===== src/sact_pkg.sv =====
// Shared definitions for the set-associative cache tag unit.
// Holds default geometry, fixed port widths, the result word type and a saturating increment.
`default_nettype none

package sact_pkg;

  // Default geometry
  localparam int DEF_WAYS       = 4;
  localparam int DEF_SETS       = 128;
  localparam int DEF_LINE_BYTES = 32;

  // Fixed widths of the access and result words
  localparam int ADDR_W    = 32;
  localparam int CNT_W     = 32;
  localparam int WAY_OUT_W = 2;

  // One result word as sent to the port
  typedef struct packed {
    logic                 hit;
    logic                 allocated;
    logic [WAY_OUT_W-1:0] way_used;
    logic [CNT_W-1:0]     hit_total;
    logic [CNT_W-1:0]     access_total;
  } sact_result_t;

  // Saturating increment of a running count
  function automatic logic [CNT_W-1:0] sat_inc(input logic [CNT_W-1:0] v);
    sat_inc = (v == {CNT_W{1'b1}}) ? v : v + 1'b1;
  endfunction

endpackage

`default_nettype wire


===== src/sact_front.sv =====
// Front end of the cache tag unit: takes accesses, splits the address into
// set index and tag, and holds them in a two-entry queue for the back end.
// Depends on sact_pkg.
`default_nettype none

module sact_front
  import sact_pkg::*;
#(
  parameter int SETS       = DEF_SETS,
  parameter int LINE_BYTES = DEF_LINE_BYTES
) (
  input  wire logic              clk,
  input  wire logic              rst,
  input  wire logic              start,
  input  wire logic [ADDR_W-1:0] address,
  input  wire logic              store_op,
  input  wire logic              clearing,
  output logic                   busy,
  output logic                   q_valid,
  input  wire logic              q_pop,
  output logic [(SETS > 1 ? $clog2(SETS) : 1)-1:0] q_set,
  output logic [ADDR_W-$clog2(LINE_BYTES)-$clog2(SETS)-1:0] q_tag,
  output logic                   q_store
);

  localparam int OFF_W  = $clog2(LINE_BYTES);
  localparam int IDX_W  = $clog2(SETS);
  localparam int SET_AW = (IDX_W > 0) ? IDX_W : 1;
  localparam int TAG_W  = ADDR_W - OFF_W - IDX_W;
  localparam int PW     = SET_AW + TAG_W + 1;
  localparam logic [ADDR_W-1:0] IDX_MASK = ADDR_W'((64'd1 << IDX_W) - 64'd1);

  logic [PW-1:0]     slot [2];
  logic              wr_ptr;
  logic              rd_ptr;
  logic [1:0]        count;
  logic              push;
  logic [SET_AW-1:0] set_idx;
  logic [TAG_W-1:0]  tag;

  // Split the address
  assign set_idx = SET_AW'((address >> OFF_W) & IDX_MASK);
  assign tag     = TAG_W'(address >> (OFF_W + IDX_W));

  // Accept when the queue has room and the back end is not clearing
  assign busy = clearing || (count == 2'd2);
  assign push = start && !busy;

  // Queue head
  assign q_valid                 = (count != 2'd0);
  assign {q_set, q_tag, q_store} = slot[rd_ptr];

  // Advance pointers and count
  always_ff @(posedge clk) begin
    if (rst) begin
      wr_ptr <= 1'b0;
      rd_ptr <= 1'b0;
      count  <= 2'd0;
    end else begin
      if (push) begin
        wr_ptr <= !wr_ptr;
      end
      if (q_pop) begin
        rd_ptr <= !rd_ptr;
      end
      count <= count + 2'(push) - 2'(q_pop);
    end
  end

  // Hold queued words
  always_ff @(posedge clk) begin
    if (push) begin
      slot[wr_ptr] <= {set_idx, tag, store_op};
    end
  end

  // An accepted word is always waiting in the next cycle
  a_push_lands: assert property (@(posedge clk) disable iff (rst)
    push |=> q_valid)
    else $error("accepted word not queued");

  // Never pop an empty queue
  a_no_underflow: assert property (@(posedge clk) disable iff (rst)
    q_pop |-> count != 2'd0)
    else $error("pop from empty queue");

endmodule

`default_nettype wire


===== config.mk =====
export PLATFORM = sky130hd
export DESIGN_NAME = sact_front
export DESIGN_NICKNAME = d
export VERILOG_FILES = /design/src/sact_pkg.sv /design/src/sact_front.sv
export SDC_FILE = /design/constraint.sdc
export NUM_CORES = 1
export LEC_CHECK = 0
export BUFFER_PORTS_ARGS = -buffer_cell sky130_fd_sc_hd__buf_4
export CORE_MARGIN = 2
export CORE_UTILIZATION = 51
export CTS_CLUSTER_SIZE = 28
export DETAILED_ROUTE_END_ITERATION = 10
export PLACE_DENSITY = 0.82
export SKIP_CTS_REPAIR_TIMING = 1
export SLEW_MARGIN = 10
export SYNTH_ARGS = -nofsm -noshare
export SYNTH_HDL_FRONTEND = slang
export SYNTH_SLANG_ARGS = --single-unit

===== constraint.sdc =====
create_clock -name clk -period 2.6 [get_ports clk]
set_input_delay 0 -clock clk [delete_from_list [all_inputs] [get_ports clk]]
set_output_delay 0 -clock clk [all_outputs]
set_load 0.05 [all_outputs]

Yosys cells after proc, flatten, opt, wreduce, memory -nomap -nowiden
Memory sizes are Yosys's and may differ from the RTL's. A register that Yosys moved wholly into a read port is not among the register bits.
Cells that the tools add are included.
{ "op_classes": {"n_bitwise": 0, "shifts": 0, "addsub": 2, "reduce_logical": 6, "eq_ne": 1, "order_cmp": 0, "n_div": 0, "multipliers": 0, "muxes": 4} }
{ "op_table": {"columns": ["op", "n"], "rows": [
  ["1-bit 2-to-1 mux", 4],
  ["1-bit logical NOT", 3],
  ["2-bit by 1-bit adder with 2-bit output", 1],
  ["2-bit == test, second input constant", 1],
  ["2-bit nonzero test", 1],
  ["2-bit by 1-bit subtractor with 2-bit output", 1],
  ["1-bit logical AND", 1],
  ["1-bit logical OR", 1]
]} }
{ "word_totals": {"latch_bits": 0, "reg_bits": 4, "out_inout_bits": 30, "elab_cells": 17, "mem_count": 1, "ramBits": 56, "inputBits": 38, "romBits": 0} }
{ "mem_list": {"columns": ["name", "depth", "width", "rd", "rd_ports_with_merged_regs", "wr", "line_no", "source"], "rows": [
  ["slot", 2, 28, 1, 1, 1, "sact_front.sv:33", "logic [PW-1:0] slot [2];"]
]} }

Depth between registers and ports, before layout
{ "depth": {"word_depth": 6, "ltp_mapped": 8, "mapped_depth_nobuf": 8} }

Worst setup path after synthesis
Ideal clock, no wire load.
{ "synth_path": {"kind": "register to register", "start": "register count[0]", "end": "memory slot[0][0] (netlist bit), enable pin", "stages_incl_launch_ff": 4, "setup_ps": 413, "required_time_ps": 2187, "n_path_buf": 0, "arrival_ps": 1771, "path_slack_ps": 416, "period_less_slack_ps": 2184, "cell_sequence": "dfxtp_1 -> nand2b_1 -> nand3b_2 -> nor2_1"} }
{ "synth_between": {"elab_chain_len": 6} }
{ "synth_lines": {"columns": ["item", "line_no", "source"], "rows": [
  ["from (decl)", "sact_front.sv:36", "logic [1:0] count;"],
  ["from (signal assigned)", "sact_front.sv:66", "count <= count + 2'(push) - 2'(q_pop);"],
  ["2-bit == test", "sact_front.sv:46", "assign busy = clearing || (count == 2'd2);"],
  ["1-bit logical OR", "sact_front.sv:46", null],
  ["1-bit logical NOT", "sact_front.sv:47", "assign push = start && !busy;"],
  ["1-bit logical AND", "sact_front.sv:47", null],
  ["1-bit 2-to-1 mux", "sact_front.sv:72", "if (push) begin"],
  ["1-bit 2-to-1 mux (not written as such)", "sact_front.sv:73", "slot[wr_ptr] <= {set_idx, tag, store_op};"],
  ["to (decl)", "sact_front.sv:33", null]
]} }
No other way between the ends.

==> flow_summary.toml <==
[synth]
synth_area_leaders = "edfxtp_1 71%, mux2_4 13%, dfxtp_1 4.2%, mux2_2 3.8%, buf_12 1.7%"
synth.avg_cell_area_sq_um = 21.1
ys_ff_latch = 61
synth_commonest_cells = "56 x edfxtp_1, 21 x mux2_4, 8 x mux2_2"
syn-num-nets = 152
async_flop_share_pct = 0
syn_area_sq_um = 2360
ys_seq_area_share_pct = 75.5
ys.flop_type = "edfxtp_1"
synth_cells = 112
synth_top_cell_by_area = "edfxtp_1"
yosysMostFrequentCell = "edfxtp_1"
ys_warn_count = 0
synth_top_area_share_pct = 71.2
ys_types = 16
synth-edff-count = 56

[detailed_routing]
drc = 0
dr.first_iter.drc_count = 40
drt_pass1_iterations = 4
ant_nets = 0
viasPerCell = 4.86
routed_wl_um = 4310
vias = 1321
avgRoutedWirePerCell_um = 15.9

[placement]
io_buffers = 62
place_congestion = 0.616
place_ws_ns = 0.805
dpl.cell_count = 225
dp_hpwl_um = 2770

[floorplanning]
dieArea_sq_um = 5190
io_pins = 68
die_w_um = 72.0
die_h_um = 72.0
fp-row-count = 24
start_util_pct = 53.5
core_sq_um = 4410

[pwr]
seqPwrFrac_pct = 47.4
swShare_pct = 27.4
power.leakage_nw = 1.34
p_comb_share_pct = 21.6
finalPower_mw = 2.49
p_int_mw = 1.81
pwr-share-clk_pct = 31.0
switchingPower_uw = 684
peakVddDrop_mv = 0.439
p_per_area_nw_per_um2 = 738

[timing]
slew-limit-headroom_pct = 43.4
finalSetupTns_ns = 0
fin_ws_ns = 0.766
post-route-period-util_pct = 70.5
worstMarginPinSlew_ns = 0.850
setup_viol = 0
rsz0062_at_grt = "false"
maxSlewViolCount = 0
hold_violations = 0
min_period_ns = 1.83
skew_ns = 0.00532
fmax_mhz = 545

[layout]
num-nets-final = 255
diodes = 0
nFillCells = 269
syn2layout_area_growth_pct = 43.1
final_core_util_pct = 76.6
drive_above_1_share_pct = 50.5
layoutNonFillerInstCount = 272

[clocking]
cts_tree = "yes"
cts.sinks = 61
clkSlewWorstSetupHoldPaths_ns = 0.06
clockBufferDepth = 2
root_buffer = "clkbuf_8"
worstSkewPairLatency_ns = 0.33
cts_max_level = 3
numCtsBuffers = 9

[worst_setup_path]
crit_chain = "mux2_2 -> buf_4"
criticalPathCategory = "reg2out"
startpoint_type = "flop"
crit_fanout = 28
crit_arrival_ns = 1.83
endpoint_kind = "output port"
critPathSlowestCell = "dfxtp_2"
critPathMaxStageDelay_ns = 0.89
crit_required_ns = 2.60

[worst_hold_path]
hp-class = "in2reg"

[global_route]
overflow = 0
grt_max_degree = 29
grt_pass1_wl_um = 6090
grt_use_total_pct = 16.5
antenna_found_initial = 0
grt_pass1_vias = 1312

[job]
drv_cap = 0

[outcome]
status = "finished, final reports clean"
-- cell families (layout without fill, tap and decap cells) --
logic type | Yosys count | count (layout) | synth area share (%)
fa+ha+maj | 2 | 2 | 1.06
flops | 61 | 61 | 75.5
buf+inv | 5 | 113 | 2.49
mux | 29 | 29 | 17.2
simple gates | 12 | 12 | 2.70
xor+xnor | 3 | 3 | 1.11
-- state kept, by name (all words and copies together), names as in the netlist, named ones only --
name    cells
count       2
wr_ptr      1
slot       56
rd_ptr      1
-- per-stage QoR --
| stage | hold slack, ns | area (sq um) |
|---|---|---|
| after floorplan | 0.0716 | 2360 |
| after global placement | 0.184 | 2890 |
| after detailed placement | 0.188 | 2890 |
| after CTS | -0.157 | 3070 |
| after global routing | 0.127 | 3380 |
| final | 0.136 | 3380 |
-- worst max-delay path: cells and delay by family (launching register included) --
family                 cells  cell delay, ns
flip-flops                 1            0.89
buffers and inverters      1            0.19
multiplexers               1            0.42
-- cells in the final DEF, fill, tap and decap left out, types with 4 or more instances in the layout --
cell type,Yosys,routed
nor2_1,7,5
edfxtp_1,56,56
buf_4,0,62
dlygate4sd3_1,0,31
mux2_2,8,8
mux2_4,21,21
dfxtp_1,5,4
clkbuf_8,0,9
-- layer usage --
layer	track usage, %	share of wire [%]
met4	8.18	1.3
met5	0	0
met1	16.6	38
met2	29.3	56
met3	6.67	4.8
-- power groups by stage --
stage / registers [mW] / logic [mW] / clock network [mW]
floorplan: 1.18 / 0.378 / 0
global placement: 1.20 / 0.489 / 0
detailed placement: 1.20 / 0.504 / 0
CTS: 1.18 / 0.505 / 0.790
global route: 1.19 / 0.565 / 0.843
finish: 1.18 / 0.539 / 0.774
-- path summary, 6_finish.rpt --
check | start | to | slack (ns) | depth (start not counted)
setup reg to reg | count[0] | slot[1][5] | 0.82 | 4
setup / recovery | flop | q_tag[1] | 0.77 | 2
hold / removal | start | wr_ptr | 0.14 | 3
hold reg to reg | rd_ptr | rd_ptr | 0.55 | 2
-- final cells by class --
| class | instances | area (sq um) | share of cell area, % |
|---|---|---|---|
| Clock buffer | 11 | 131 | 3.89 |
| Clock inverter | 5 | 51.3 | 1.52 |
| Inverter | 2 | 7.51 | 0.222 |
| Multi-Input combinational cell | 46 | 526 | 15.5 |
| Sequential cell | 61 | 1780 | 52.8 |
| Tap cell | 52 | 65.1 | 1.93 |
| Timing Repair Buffer | 95 | 816 | 24.1 |
No activity file was read; power rests on OpenSTA's default activity.
